`config.mk`:
```
export PLATFORM = sky130hd
export DESIGN_NAME = slip_frame_decoder_flat
export DESIGN_NICKNAME = d
export VERILOG_FILES = /design/src/hw/rtl/sfd_pkg.sv /design/src/hw/rtl/sfd_if.sv /design/src/hw/rtl/sfd_front.sv /design/src/hw/rtl/sfd_queue.sv /design/src/hw/rtl/sfd_back.sv /design/src/hw/rtl/slip_frame_decoder.sv /design/src/flat_wrapper.sv
export SDC_FILE = /design/constraint.sdc
export NUM_CORES = 1
export LEC_CHECK = 0
export ABC_AREA = 1
export BUFFER_PORTS_ARGS = -buffer_cell sky130_fd_sc_hd__buf_2
export CAP_MARGIN = 5
export CORE_MARGIN = 2
export CORE_UTILIZATION = 60
export DETAILED_ROUTE_END_ITERATION = 6
export PLACE_DENSITY = 0.79
export REMOVE_ABC_BUFFERS = 1
export SYNTH_ARGS = -nofsm -noshare
export SYNTH_HDL_FRONTEND = slang
export SYNTH_SLANG_ARGS = --single-unit
```
`constraint.sdc`:
```
create_clock -name i_clk -period 2.5 [get_ports i_clk]
set_input_delay 0.5 -clock i_clk [delete_from_list [all_inputs] [get_ports i_clk]]
set_output_delay 0.5 -clock i_clk [all_outputs]
set_load 0.01 [all_outputs]
```
`src/hw/rtl/sfd_pkg.sv`:
```
// shared types and constants of the slip frame decoder
package sfd_pkg;

    // slip special bytes
    localparam logic [7:0] SLIP_END     = 8'hC0;
    localparam logic [7:0] SLIP_ESC     = 8'hDB;
    localparam logic [7:0] SLIP_ESC_END = 8'hDC;
    localparam logic [7:0] SLIP_ESC_ESC = 8'hDD;

    // register map
    localparam logic       REG_EXPECTED_LENGTH   = 1'b0;
    localparam logic [5:0] EXPECTED_LENGTH_RESET = 6'd10;

    // command queue between front and back
    localparam int QUEUE_DEPTH = 2;

    typedef enum logic {
        CMD_STORE,
        CMD_CLOSE
    } t_cmd_kind;

    typedef struct packed {
        t_cmd_kind  kind;
        logic [7:0] data;
    } t_cmd;

    typedef enum logic {
        BK_COLLECT,
        BK_EMIT
    } t_back_state;

endpackage

```
`src/hw/rtl/sfd_if.sv`:
```
// item channels of the slip frame decoder

interface sfd_rx_if;
    logic       valid;
    logic       ready;
    logic [7:0] rx_byte;

    modport source (output valid, output rx_byte, input ready);
    modport sink (input valid, input rx_byte, output ready);
endinterface

interface sfd_out_if;
    logic       valid;
    logic       ready;
    logic [7:0] payload_byte;
    logic       frame_last;

    modport source (output valid, output payload_byte, output frame_last, input ready);
    modport sink (input valid, input payload_byte, input frame_last, output ready);
endinterface

```
`src/hw/rtl/sfd_front.sv`:
```
// front end: framing and escape classification of received bytes
module sfd_front (
    input  logic         i_clk,
    input  logic         i_rst_n,
    input  logic         i_valid,
    input  logic [7:0]   i_rx_byte,
    output logic         o_ready,
    input  logic         i_queue_full,
    output logic         o_push,
    output sfd_pkg::t_cmd o_cmd
);

    logic r_inside_frame;
    logic r_escape_pending;
    logic n_inside_frame;
    logic n_escape_pending;
    logic accept;

    assign o_ready = !i_queue_full;
    assign accept  = i_valid && !i_queue_full;

    always_comb begin
        n_inside_frame   = r_inside_frame;
        n_escape_pending = r_escape_pending;
        o_push           = 1'b0;
        o_cmd.kind       = sfd_pkg::CMD_STORE;
        o_cmd.data       = i_rx_byte;
        if (accept) begin
            if (i_rx_byte == sfd_pkg::SLIP_END) begin
                // delimiter closes the current frame, if any
                o_push           = r_inside_frame;
                o_cmd.kind       = sfd_pkg::CMD_CLOSE;
                n_inside_frame   = 1'b1;
                n_escape_pending = 1'b0;
            end else if (r_inside_frame) begin
                if (r_escape_pending) begin
                    n_escape_pending = 1'b0;
                    if (i_rx_byte == sfd_pkg::SLIP_ESC_END) begin
                        o_push     = 1'b1;
                        o_cmd.data = sfd_pkg::SLIP_END;
                    end else if (i_rx_byte == sfd_pkg::SLIP_ESC_ESC) begin
                        o_push     = 1'b1;
                        o_cmd.data = sfd_pkg::SLIP_ESC;
                    end
                end else if (i_rx_byte == sfd_pkg::SLIP_ESC) begin
                    n_escape_pending = 1'b1;
                end else begin
                    o_push = 1'b1;
                end
            end
        end
    end

    always_ff @(posedge i_clk) begin
        if (!i_rst_n) begin
            r_inside_frame   <= 1'b0;
            r_escape_pending <= 1'b0;
        end else begin
            r_inside_frame   <= n_inside_frame;
            r_escape_pending <= n_escape_pending;
        end
    end

endmodule

```
`src/hw/rtl/sfd_queue.sv`:
```
// short command queue between front and back
module sfd_queue (
    input  logic          i_clk,
    input  logic          i_rst_n,
    input  logic          i_push,
    input  sfd_pkg::t_cmd i_cmd,
    output logic          o_full,
    input  logic          i_pop,
    output logic          o_valid,
    output sfd_pkg::t_cmd o_cmd
);

    localparam int PW = (sfd_pkg::QUEUE_DEPTH > 1) ? $clog2(sfd_pkg::QUEUE_DEPTH) : 1;
    localparam int CW = $clog2(sfd_pkg::QUEUE_DEPTH + 1);

    sfd_pkg::t_cmd r_entry [sfd_pkg::QUEUE_DEPTH];
    logic [PW-1:0] r_wr_ptr;
    logic [PW-1:0] r_rd_ptr;
    logic [CW-1:0] r_count;
    logic          do_push;
    logic          do_pop;

    assign o_full  = (r_count == CW'(sfd_pkg::QUEUE_DEPTH));
    assign o_valid = (r_count != '0);
    assign o_cmd   = r_entry[r_rd_ptr];
    assign do_push = i_push && !o_full;
    assign do_pop  = i_pop && o_valid;

    always_ff @(posedge i_clk) begin
        if (do_push) begin
            r_entry[r_wr_ptr] <= i_cmd;
        end
    end

    always_ff @(posedge i_clk) begin
        if (!i_rst_n) begin
            r_wr_ptr <= '0;
            r_rd_ptr <= '0;
            r_count  <= '0;
        end else begin
            if (do_push) begin
                r_wr_ptr <= (r_wr_ptr == PW'(sfd_pkg::QUEUE_DEPTH - 1)) ? '0 : r_wr_ptr + 1'b1;
            end
            if (do_pop) begin
                r_rd_ptr <= (r_rd_ptr == PW'(sfd_pkg::QUEUE_DEPTH - 1)) ? '0 : r_rd_ptr + 1'b1;
            end
            if (do_push && !do_pop) begin
                r_count <= r_count + 1'b1;
            end else if (do_pop && !do_push) begin
                r_count <= r_count - 1'b1;
            end
        end
    end

endmodule

```
`src/hw/rtl/sfd_back.sv`:
```
// back end: frame buffer, length check and byte-wise frame delivery
module sfd_back #(
    parameter int MAX_PAYLOAD = 32
) (
    input  logic          i_clk,
    input  logic          i_rst_n,
    input  logic [5:0]    i_expected_length,
    input  logic          i_cmd_valid,
    input  sfd_pkg::t_cmd i_cmd,
    output logic          o_cmd_pop,
    output logic          o_out_valid,
    input  logic          i_out_ready,
    output logic [7:0]    o_payload_byte,
    output logic          o_frame_last
);

    localparam int AW = (MAX_PAYLOAD > 1) ? $clog2(MAX_PAYLOAD) : 1;
    localparam int FW = $clog2(MAX_PAYLOAD + 1);
    localparam int LW = (FW > 6) ? FW : 6;

    sfd_pkg::t_back_state r_state;
    sfd_pkg::t_back_state n_state;

    logic [7:0]    r_store [MAX_PAYLOAD];
    logic [FW-1:0] r_fill;
    logic          r_too_long;
    logic [AW-1:0] r_idx;
    logic          r_out_valid;
    logic [7:0]    r_out_data;
    logic          r_out_last;

    logic pop;
    logic issue;
    logic deliver;
    logic is_last;
    logic has_room;

    assign deliver  = (r_fill != '0) && !r_too_long &&
                      (LW'(r_fill) == LW'(i_expected_length));
    assign is_last  = ((FW'(r_idx) + FW'(1)) == r_fill);
    assign has_room = (r_fill < FW'(MAX_PAYLOAD));

    // next state
    always_comb begin
        n_state = r_state;
        unique case (r_state)
            sfd_pkg::BK_COLLECT: begin
                if (pop && i_cmd.kind == sfd_pkg::CMD_CLOSE && deliver) begin
                    n_state = sfd_pkg::BK_EMIT;
                end
            end
            sfd_pkg::BK_EMIT: begin
                if (issue && is_last) begin
                    n_state = sfd_pkg::BK_COLLECT;
                end
            end
            default: n_state = sfd_pkg::BK_COLLECT;
        endcase
    end

    // state outputs
    always_comb begin
        pop   = 1'b0;
        issue = 1'b0;
        unique case (r_state)
            sfd_pkg::BK_COLLECT: pop = i_cmd_valid;
            sfd_pkg::BK_EMIT:    issue = !r_out_valid || i_out_ready;
            default: begin
                pop   = 1'b0;
                issue = 1'b0;
            end
        endcase
    end

    assign o_cmd_pop      = pop;
    assign o_out_valid    = r_out_valid;
    assign o_payload_byte = r_out_data;
    assign o_frame_last   = r_out_last;

    // frame buffer, read data lands straight in the output register
    always_ff @(posedge i_clk) begin
        if (pop && i_cmd.kind == sfd_pkg::CMD_STORE && has_room) begin
            r_store[r_fill[AW-1:0]] <= i_cmd.data;
        end
        if (issue) begin
            r_out_data <= r_store[r_idx];
            r_out_last <= is_last;
        end
    end

    always_ff @(posedge i_clk) begin
        if (!i_rst_n) begin
            r_state     <= sfd_pkg::BK_COLLECT;
            r_fill      <= '0;
            r_too_long  <= 1'b0;
            r_idx       <= '0;
            r_out_valid <= 1'b0;
        end else begin
            r_state <= n_state;
            if (pop) begin
                if (i_cmd.kind == sfd_pkg::CMD_STORE) begin
                    if (has_room) begin
                        r_fill <= r_fill + FW'(1);
                    end else begin
                        r_too_long <= 1'b1;
                    end
                end else if (deliver) begin
                    r_idx <= '0;
                end else begin
                    r_fill     <= '0;
                    r_too_long <= 1'b0;
                end
            end
            if (issue) begin
                r_idx <= r_idx + 1'b1;
                if (is_last) begin
                    r_fill     <= '0;
                    r_too_long <= 1'b0;
                end
            end
            if (issue) begin
                r_out_valid <= 1'b1;
            end else if (i_out_ready) begin
                r_out_valid <= 1'b0;
            end
        end
    end

    // fill count never runs past the buffer
    a_fill_bound: assert property (@(posedge i_clk) disable iff (!i_rst_n)
        r_fill <= FW'(MAX_PAYLOAD))
        else $error("frame fill beyond buffer");

    // a delivered frame is non-empty and did not overflow
    a_emit_clean: assert property (@(posedge i_clk) disable iff (!i_rst_n)
        (r_state == sfd_pkg::BK_EMIT) |-> (r_fill != '0 && !r_too_long))
        else $error("emitting a frame that should be discarded");

    // emission only starts on a closing command
    a_emit_start: assert property (@(posedge i_clk) disable iff (!i_rst_n)
        (r_state == sfd_pkg::BK_COLLECT && n_state == sfd_pkg::BK_EMIT)
            |-> (pop && i_cmd.kind == sfd_pkg::CMD_CLOSE))
        else $error("emission started without a delimiter");

    // the emit index stays inside the frame
    a_idx_bound: assert property (@(posedge i_clk) disable iff (!i_rst_n)
        (r_state == sfd_pkg::BK_EMIT) |-> (FW'(r_idx) < r_fill))
        else $error("emit index past frame end");

endmodule

```
`src/hw/rtl/slip_frame_decoder.sv`:
```
// top level of the slip frame decoder: configuration port and block wiring
//
// slip receive-side decoder. raw serial bytes enter on i_rx one item per
// cycle while i_rx.ready is high; 0xC0 delimits frames, bytes before the
// first delimiter are ignored, 0xDB escapes the next byte (0xDC -> 0xC0,
// 0xDD -> 0xDB, anything else is dropped with the escape). decoded bytes
// collect in a MAX_PAYLOAD-byte frame buffer. at a delimiter, a non-empty
// frame that did not overflow and whose length equals expected_length
// (register 0, byte address 0, 6 bits, reset 10) is sent out on o_pl one byte
// per item with frame_last on its final byte; every other frame is silently
// discarded. a front stage classifies each received byte in the cycle it is
// accepted and hands store/close commands to a two-entry queue; a back stage
// owns the buffer. a delivering delimiter holds the back stage while it reads
// out the buffered bytes (single buffer read port, one byte per cycle while
// o_pl does not stall), during which the queue absorbs up to two more
// commands before i_rx.ready drops. the buffer needs no clearing after reset.
module slip_frame_decoder #(
    parameter int MAX_PAYLOAD = 32
) (
    input  logic        i_clk,
    input  logic        i_rst_n,
    sfd_rx_if.sink      i_rx,
    sfd_out_if.source   o_pl,
    input  logic        psel,
    input  logic        penable,
    input  logic        pwrite,
    input  logic [2:0]  paddr,
    input  logic [31:0] pwdata,
    output logic [31:0] prdata,
    output logic        pready
);

    logic [5:0]    r_expected_length;
    logic          cfg_write;
    logic          q_full;
    logic          front_push;
    sfd_pkg::t_cmd front_cmd;
    logic          q_valid;
    logic          q_pop;
    sfd_pkg::t_cmd q_cmd;

    // apb: zero wait states, word index from paddr[2]
    assign pready    = 1'b1;
    assign cfg_write = psel && penable && pwrite && pready;
    assign prdata    = (paddr[2] == sfd_pkg::REG_EXPECTED_LENGTH) ?
                       32'(r_expected_length) : 32'd0;

    always_ff @(posedge i_clk) begin
        if (!i_rst_n) begin
            r_expected_length <= sfd_pkg::EXPECTED_LENGTH_RESET;
        end else if (cfg_write && paddr[2] == sfd_pkg::REG_EXPECTED_LENGTH) begin
            r_expected_length <= pwdata[5:0];
        end
    end

    // framing and escape handling
    sfd_front u_front (
        .i_clk        (i_clk),
        .i_rst_n      (i_rst_n),
        .i_valid      (i_rx.valid),
        .i_rx_byte    (i_rx.rx_byte),
        .o_ready      (i_rx.ready),
        .i_queue_full (q_full),
        .o_push       (front_push),
        .o_cmd        (front_cmd)
    );

    // decouples byte intake from frame delivery
    sfd_queue u_queue (
        .i_clk   (i_clk),
        .i_rst_n (i_rst_n),
        .i_push  (front_push),
        .i_cmd   (front_cmd),
        .o_full  (q_full),
        .i_pop   (q_pop),
        .o_valid (q_valid),
        .o_cmd   (q_cmd)
    );

    // frame buffer and delivery
    sfd_back #(
        .MAX_PAYLOAD (MAX_PAYLOAD)
    ) u_back (
        .i_clk             (i_clk),
        .i_rst_n           (i_rst_n),
        .i_expected_length (r_expected_length),
        .i_cmd_valid       (q_valid),
        .i_cmd             (q_cmd),
        .o_cmd_pop         (q_pop),
        .o_out_valid       (o_pl.valid),
        .i_out_ready       (o_pl.ready),
        .o_payload_byte    (o_pl.payload_byte),
        .o_frame_last      (o_pl.frame_last)
    );

endmodule

```
`src/flat_wrapper.sv`:
```
// flat-port wrapper written by rule: the top's interface ports become plain ports
module slip_frame_decoder_flat 
#(
    parameter int MAX_PAYLOAD = 32
)
  (i_clk, i_rst_n, psel, penable, pwrite, paddr, pwdata, prdata, pready, i_rx_valid, i_rx_rx_byte, i_rx_ready, o_pl_valid, o_pl_payload_byte, o_pl_frame_last, o_pl_ready);
  sfd_rx_if i_rx_i ();
  sfd_out_if o_pl_i ();
  input  logic i_clk;
  input  logic i_rst_n;
  input  logic psel;
  input  logic penable;
  input  logic pwrite;
  input  logic [2:0] paddr;
  input  logic [31:0] pwdata;
  output logic [31:0] prdata;
  output logic pready;
  input wire logic [$bits(i_rx_i.valid)-1:0] i_rx_valid;
  input wire logic [$bits(i_rx_i.rx_byte)-1:0] i_rx_rx_byte;
  output wire logic [$bits(i_rx_i.ready)-1:0] i_rx_ready;
  output wire logic [$bits(o_pl_i.valid)-1:0] o_pl_valid;
  output wire logic [$bits(o_pl_i.payload_byte)-1:0] o_pl_payload_byte;
  output wire logic [$bits(o_pl_i.frame_last)-1:0] o_pl_frame_last;
  input wire logic [$bits(o_pl_i.ready)-1:0] o_pl_ready;
  assign i_rx_i.valid = i_rx_valid;
  assign i_rx_i.rx_byte = i_rx_rx_byte;
  assign i_rx_ready = i_rx_i.ready;
  assign o_pl_valid = o_pl_i.valid;
  assign o_pl_payload_byte = o_pl_i.payload_byte;
  assign o_pl_frame_last = o_pl_i.frame_last;
  assign o_pl_i.ready = o_pl_ready;
  slip_frame_decoder #(.MAX_PAYLOAD(MAX_PAYLOAD)) u_core (.i_clk(i_clk), .i_rst_n(i_rst_n), .i_rx(i_rx_i), .o_pl(o_pl_i), .psel(psel), .penable(penable), .pwrite(pwrite), .paddr(paddr), .pwdata(pwdata), .prdata(prdata), .pready(pready));
endmodule
```
# --- Yosys cells after proc, flatten, opt, wreduce, memory -nomap -nowiden ---
# Memories as Yosys holds them, arrays and structs flattened. A register that Yosys moved wholly into a read port is not among the register bits.
# Index checks and enable logic that the tools add are counted.
classes:
  n_reduce_logical: 32
  eq_ne: 7
  order_cmp: 1
  n_addsub: 7
  bitwise: 3
  n_mux: 52
ops:
  columns: ["cell", "n"]
  rows:
  - ["6-bit two-way mux", 7]
  - ["8-bit two-way mux", 5]
  - ["8-bit equality test, second input constant", 4]
  - ["1-bit two-way mux", 32]
  - ["5-bit two-way mux", 4]
  - ["1-bit logical AND", 15]
  - ["2-bit nonzero test", 7]
  - ["6-bit equality test", 2]
  - ["9-bit two-way mux", 1]
  - ["5-bit by 1-bit adder with 6-bit output, second input constant", 1]
  - ["6-bit by 1-bit adder with 6-bit output, second input constant", 1]
  - ["6-bit < comparator, second input constant", 1]
  - ["6-bit nonzero test", 1]
  - ["5-bit by 1-bit adder with 5-bit output, second input constant", 1]
  - ["1-bit zero test", 5]
  - ["2-bit two-way mux", 2]
  - ["2-bit AND reduction", 2]
  - ["1-bit inverter", 3]
  - ["3-bit AND reduction", 1]
  - ["1-bit adder, second input constant", 2]
  - ["2-bit by 1-bit adder with 2-bit output, second input constant", 1]
  - ["2-bit equality test, second input constant", 1]
  - ["1-bit one-hot mux with 2 select lines", 1]
  - ["2-bit by 1-bit subtractor with 2-bit output, second input constant", 1]
  - ["1-bit logical OR", 1]
word_totals:
  out_inout_bits: 44
  memories: 2
  ramBits: 274
  in_bits: 50
  regBits: 27
  wordCells: 116
memory_table:
  columns: ["name", "words", "word_bits", "read_ports", "rd_ports_with_merged_regs", "wr", "line_no", "source"]
  rows:
  - ["u_core.u_back.r_store", 32, 8, 1, 1, 1, "sfd_back.sv:24", "logic [7:0] r_store [MAX_PAYLOAD];"]
  - ["u_core.u_queue.r_entry", 2, 9, 1, 1, 1, "sfd_queue.sv:16", "sfd_pkg::t_cmd r_entry [sfd_pkg::QUEUE_DEPTH];"]

# --- Logic depth before layout (Yosys ltp) ---
logic_depth:
  word_depth: 12
  depth_mapped: 13
  mapped_depth_nobuf: 13

# --- Modules after synthesis ---
# A second synthesis with hierarchy kept.
hier_totals:
  cells_unflattened: 1252
  area_unflattened_um2: 13456.7
modules_own_cells:
  columns: ["mod", "seq_area_each_um2", "area_per_inst_um2", "cells_per_inst", "instances"]
  rows:
  - ["sfd_back", 8237.9, 11693.7, 1052, 1]
  - ["sfd_queue", 640.6, 894.6, 65, 1]
  - ["slip_frame_decoder", 120.1, 556.8, 82, 1]
  - ["sfd_front", 40.0, 311.5, 53, 1]

# --- Least setup slack after synthesis ---
# No wires, ideal clock.
synth_path:
  kind: "input to register"
  from: "input i_rx_rx_byte[2]"
  to: "register u_core.u_queue.r_count[1]"
  arrival_ps: 1770
  path_slack_ps: 608
  setup_ps: 122
  required_ps: 2378
  n_path_buf: 0
  cell_stages: 11
  cell_sequence: "inv_1 > nand3_1 > nor4_1 > nor2_1 > nand2_1 > inv_1 > ha_1 > a21oi_1 > o21ai_0 > o21ai_0 > a21oi_1"
synth_between:
  elab_chain_cells: 11
  elab_cells_between_ends: 17
  classes_between: "eq/ne: 4; mux: 8; reduce/logical: 5"
synth_lines:
  columns: ["element", "line_no", "source"]
  rows:
  - ["from (decl)", "flat_wrapper.sv:19", "input wire logic [$bits(i_rx_i.rx_byte)-1:0] i_rx_rx_byte;"]
  - ["8-bit equality test", "sfd_front.sv:41", "end else if (i_rx_byte == sfd_pkg::SLIP_ESC_ESC) begin"]
  - ["1-bit two-way mux", "sfd_front.sv:41", null]
  - ["1-bit two-way mux", "sfd_front.sv:38", "if (i_rx_byte == sfd_pkg::SLIP_ESC_END) begin"]
  - ["1-bit two-way mux", "sfd_front.sv:36", "if (r_escape_pending) begin"]
  - ["1-bit two-way mux", "sfd_front.sv:35", "end else if (r_inside_frame) begin"]
  - ["1-bit two-way mux (*)", "sfd_front.sv:29", "if (i_rx_byte == sfd_pkg::SLIP_END) begin"]
  - ["1-bit two-way mux (*)", "sfd_front.sv:28", "if (accept) begin"]
  - ["1-bit logical AND (*)", "sfd_queue.sv:26", "assign do_push = i_push && !o_full;"]
  - ["net u_core.u_queue.do_push", "sfd_queue.sv:20", "logic do_push;"]
  - ["1-bit zero test", "sfd_queue.sv:49", "end else if (do_pop && !do_push) begin"]
  - ["1-bit logical AND", "sfd_queue.sv:49", null]
  - ["2-bit nonzero test (no source line)", null, null]
  - ["to (signal assigned)", "sfd_queue.sv:48", "r_count <= r_count + 1'b1;"]
  - ["to (signal assigned)", "sfd_queue.sv:50", "r_count <= r_count - 1'b1;"]
  - ["to (decl)", "sfd_queue.sv:19", "logic [CW-1:0] r_count;"]
# Mark *: on every way through the listed nets, which the timed path passes. The rest lies on a longest branch.
# A chain may end at the register's enable or synchronous reset.

==> results.md <==
* Syn Area/Cell at 11.12 sq um
* Drt via density at about 5.8
* Worst path required time at between 2 and 3 ns
* CTS clock-pin slew for the worst setup and hold paths at approximately 0.060 ns
* CP Launch Type: register
* DPL Wire Length at 18020 microns
* Setup ws final at ~0.20 ns
* Initial DRC count at 1008
* Slowest-stage cell, CP: dfxtp_1
* CTS Root Cell: clkbuf_16
* Grt total ovfl at 0
* Seq/Total Area, Yosys at 68.38%
* Fillers at 1539
* Die ar. at around 23000 sq um
* Pwr Density at 760.0 nW/um^2
* Netlist cell types at 35
* Fin crit share at between 90% and 100%
* Initial Util at ~60%
* Gr usage total at approximately a quarter
* DR DRC count at 0
* Post-layout min period at roughly 2.3 ns
* Vias in the first global route at between 8k and 9k
* Slew Limit Headroom at between 50% and 60%
* CP cell instances: nand2_1 -> o21ai_2 -> inv_2 -> nor2_4 -> nand2_2 -> inv_2 -> nand2_1 -> nor2_1 -> buf_4
* Clk_lat worst skew at 0.56 ns
* Max frequency at 433.9 MHz
* Crit path capture: u_core.u_back.r_store[8][0]
* Share of the synthesized area in the top cell type at between 60% and 70%
* Antenna diode count at 0
* Die height at 152.4 microns
* Total chip power at between 10 and 15 mW
* Layout area overhead at 10.87%
* Clock Sinks at 310
* Yosys Warn Count at 0
* Syn Std Cell Area at approximately 13000 sq um
* R2r setup slk at between 0.15 and 0.2 ns
* CTS tree: built
* Reg area at 9044 sq um
* R2R depth at 9
* Setup TNS Final at 0 ns
* R2R Path End: u_core.u_back.r_store[8][0]
* Fin. max-slew vios at 0
* CP Max Fanout at 10
* Status: complete, no violations
* Via count at between 8k and 9k
* Core ar. at ~22000 sq um
* Post-synth top area cell: edfxtp_1
* H-tree Lvls at 1
* Peak supply drop at between 0.5 and 0.6 mV
* Post-Layout Cell Count at around 1.5k
* First-pass GRT wire length at about 46000 microns
* Net count, final at ~1.3k
* Critical Path End Type: register
* Total CTS buffers at 30
* Antenna viol nets, final at 0
* Place WS at between 0.2 and 0.25 ns
* Total Wirelength at around 30000 microns
* First-pass DRT Iterations at 5
* Clock skew at about 0.016 ns
* Cells after DPL at 1494
* Per-cell routed wire length at approximately 19 microns
* Initial antenna violation count at 0
* Port Buf Inserts at 38
* Leak at roughly 5.4 nW
* Final hold vios at 0
* Multi-input gate area at approximately 3500 sq um
* Largest cells by area after synthesis: edfxtp_1 (64%), nand2_1 (7.5%), nor2_1 (4.4%), dfxtp_1 (4.1%), nand3_1 (3.1%)
* Post-CTS Setup Inserts at 0
* Die W at ~150 microns
* Synthesis-stage register bit count at between 300 and 400
* Util after Layout at 67.36%
* Final GP Congestion at about 0.87
* Row cnt at 54
* Clk buf depth at 3
* Share of cells above drive strength 1 at between 10% and 20%
* Worst hold path class: in2reg
* Largest net degree at the start of global routing at 75
* CTS Hold Bufs at 0
* Mapped Cells at 1189
* Worst EP arrival at approximately 2.6 ns
* Critical Setup Path Class: reg2reg
* Post-CTS Resized at 0
* Worst slew pin tran at 0.7470 ns
* I/O Pins at 94
* Max-Cap Viols at 0
* Setup violators final at 0
* Crit-path max cell delay at around 0.57 ns
* RSZ-0062 raised after global routing: false
## layout by cell type, fill, tap and decap left out, types with 4 or more instances in the layout
cell / instances
a21oi_1: 62
buf_12: 5
buf_2: 38
buf_4: 47
clkbuf_1: 10
clkbuf_16: 31
clkinv_1: 7
conb_1: 27
dfxtp_1: 25
edfxtp_1: 283
ha_1: 6
inv_1: 40
inv_2: 10
mux2_2: 8
nand2_1: 264
nand3_1: 83
nand4_1: 4
nor2_1: 156
nor3_1: 4
o21ai_0: 52
o21ai_1: 30
o22ai_1: 25
o31ai_1: 21
## cell usage after synthesis (all sizes together)
| cell type | number |
|---|---|
| edfxtp | 283 |
| nand2 | 266 |
| nor2 | 160 |
| o21ai | 84 |
| nand3 | 83 |
| buf | 66 |
| a21oi | 63 |
| inv | 52 |
| dfxtp | 27 |
| o22ai | 25 |
| clkbuf | 24 |
| o31ai | 21 |
| mux2 | 8 |
| ha | 6 |
| nand4 | 6 |
| nor3 | 4 |
| and3 | 2 |
| conb | 2 |
| o211ai | 2 |
| xor2 | 2 |
| nor4 | 1 |
| or2 | 1 |
| xnor2 | 1 |
## kinds of logic (layout without fill, tap and decap cells)
family / count (synthesis) / in the layout / share of synthesized area, %
mux: 8 / 8 / 0.6815
xor+xnor: 3 / 3 / 0.1988
fa+ha+maj: 6 / 6 / 0.5679
compound gates: 195 / 195 / 8.140
flops: 310 / 310 / 68.38
buf+inv: 142 / 195 / 5.831
other cells: 2 / 27 / 0.05681
simple gates: 523 / 523 / 16.15
## how the worst min path moves through the flow
stage                                  startpoint                           to  slack [ns]  cells after the start
after global placement    u_core.u_queue.r_rd_ptr      u_core.u_queue.r_rd_ptr        0.44                      1
after CTS                               pwdata[1]  u_core.r_expected_length[1]        0.16                      3
after detailed placement  u_core.u_queue.r_rd_ptr                     register        0.45                      1
final                                   pwdata[1]  u_core.r_expected_length[1]        0.16                      3
after floorplan           u_core.u_queue.r_rd_ptr                     register        0.43                      1
after global routing                    pwdata[1]  u_core.r_expected_length[1]        0.17                      3
## metal layers
metal | vias to the layer above | part of all wire, % | GRT usage [%]
li1 | 4205 | - | -
met1 | 4240 | 39 | 34.36
met2 | 481 | 48 | 41.12
met3 | 66 | 10 | 5.745
met4 | 0 | 2.9 | 8.069
met5 | - | 0 | 0
## flip-flops by register name, summed over array words and instances (netlist names), named ones only
register                         cells
u_core.u_back.r_store              256
u_core.u_queue.r_entry              18
u_core.u_back.o_payload_byte         8
u_core.r_expected_length             6
u_core.u_back.r_fill                 6
u_core.u_back.r_idx                  5
u_core.u_queue.r_count               2
u_core.u_back.o_frame_last           1
u_core.u_back.o_out_valid            1
u_core.u_back.r_state                1
u_core.u_back.r_too_long             1
u_core.u_front.r_escape_pending      1
u_core.u_front.r_inside_frame        1
u_core.u_queue.r_rd_ptr              1
u_core.u_queue.r_wr_ptr              1
## critical path: cells and delay by family, from the launching register on
family          cells  cell delay (ns)
compound gates      1             0.12
flops               1             0.57
buf+inv             3             0.38
simple gates        5             0.92
## through the flow
| step | cell area, sq um | hold WS, ns |
|---|---|---|
| 5_1_grt | 14660 | 0.1676 |
| 6_report | 14660 | 0.1604 |
| 3_5_place_dp | 13740 | 0.4479 |
| 3_3_place_gp | 13740 | 0.4354 |
| 4_1_cts | 14660 | 0.1564 |
| 2_1_floorplan | 12740 | 0.4255 |
## layout make-up
cell class | count | area share [%]
multi-input cells | 762 | 23.91
repair buffers | 90 | 4.388
inverters | 52 | 1.366
clock buffers | 41 | 5.549
well taps | 280 | 2.391
clock inverters | 12 | 0.6915
flip-flops and latches | 310 | 61.71
## power breakdown
group          internal (mW)  total, mW  switching (mW)
Clock                   2.45       4.25            1.80
Combinational          0.194      0.876           0.682
Sequential              5.96       6.01          0.0519
Total                   8.61       11.1            2.53
Note: power is estimated with default switching activity, not from simulation.
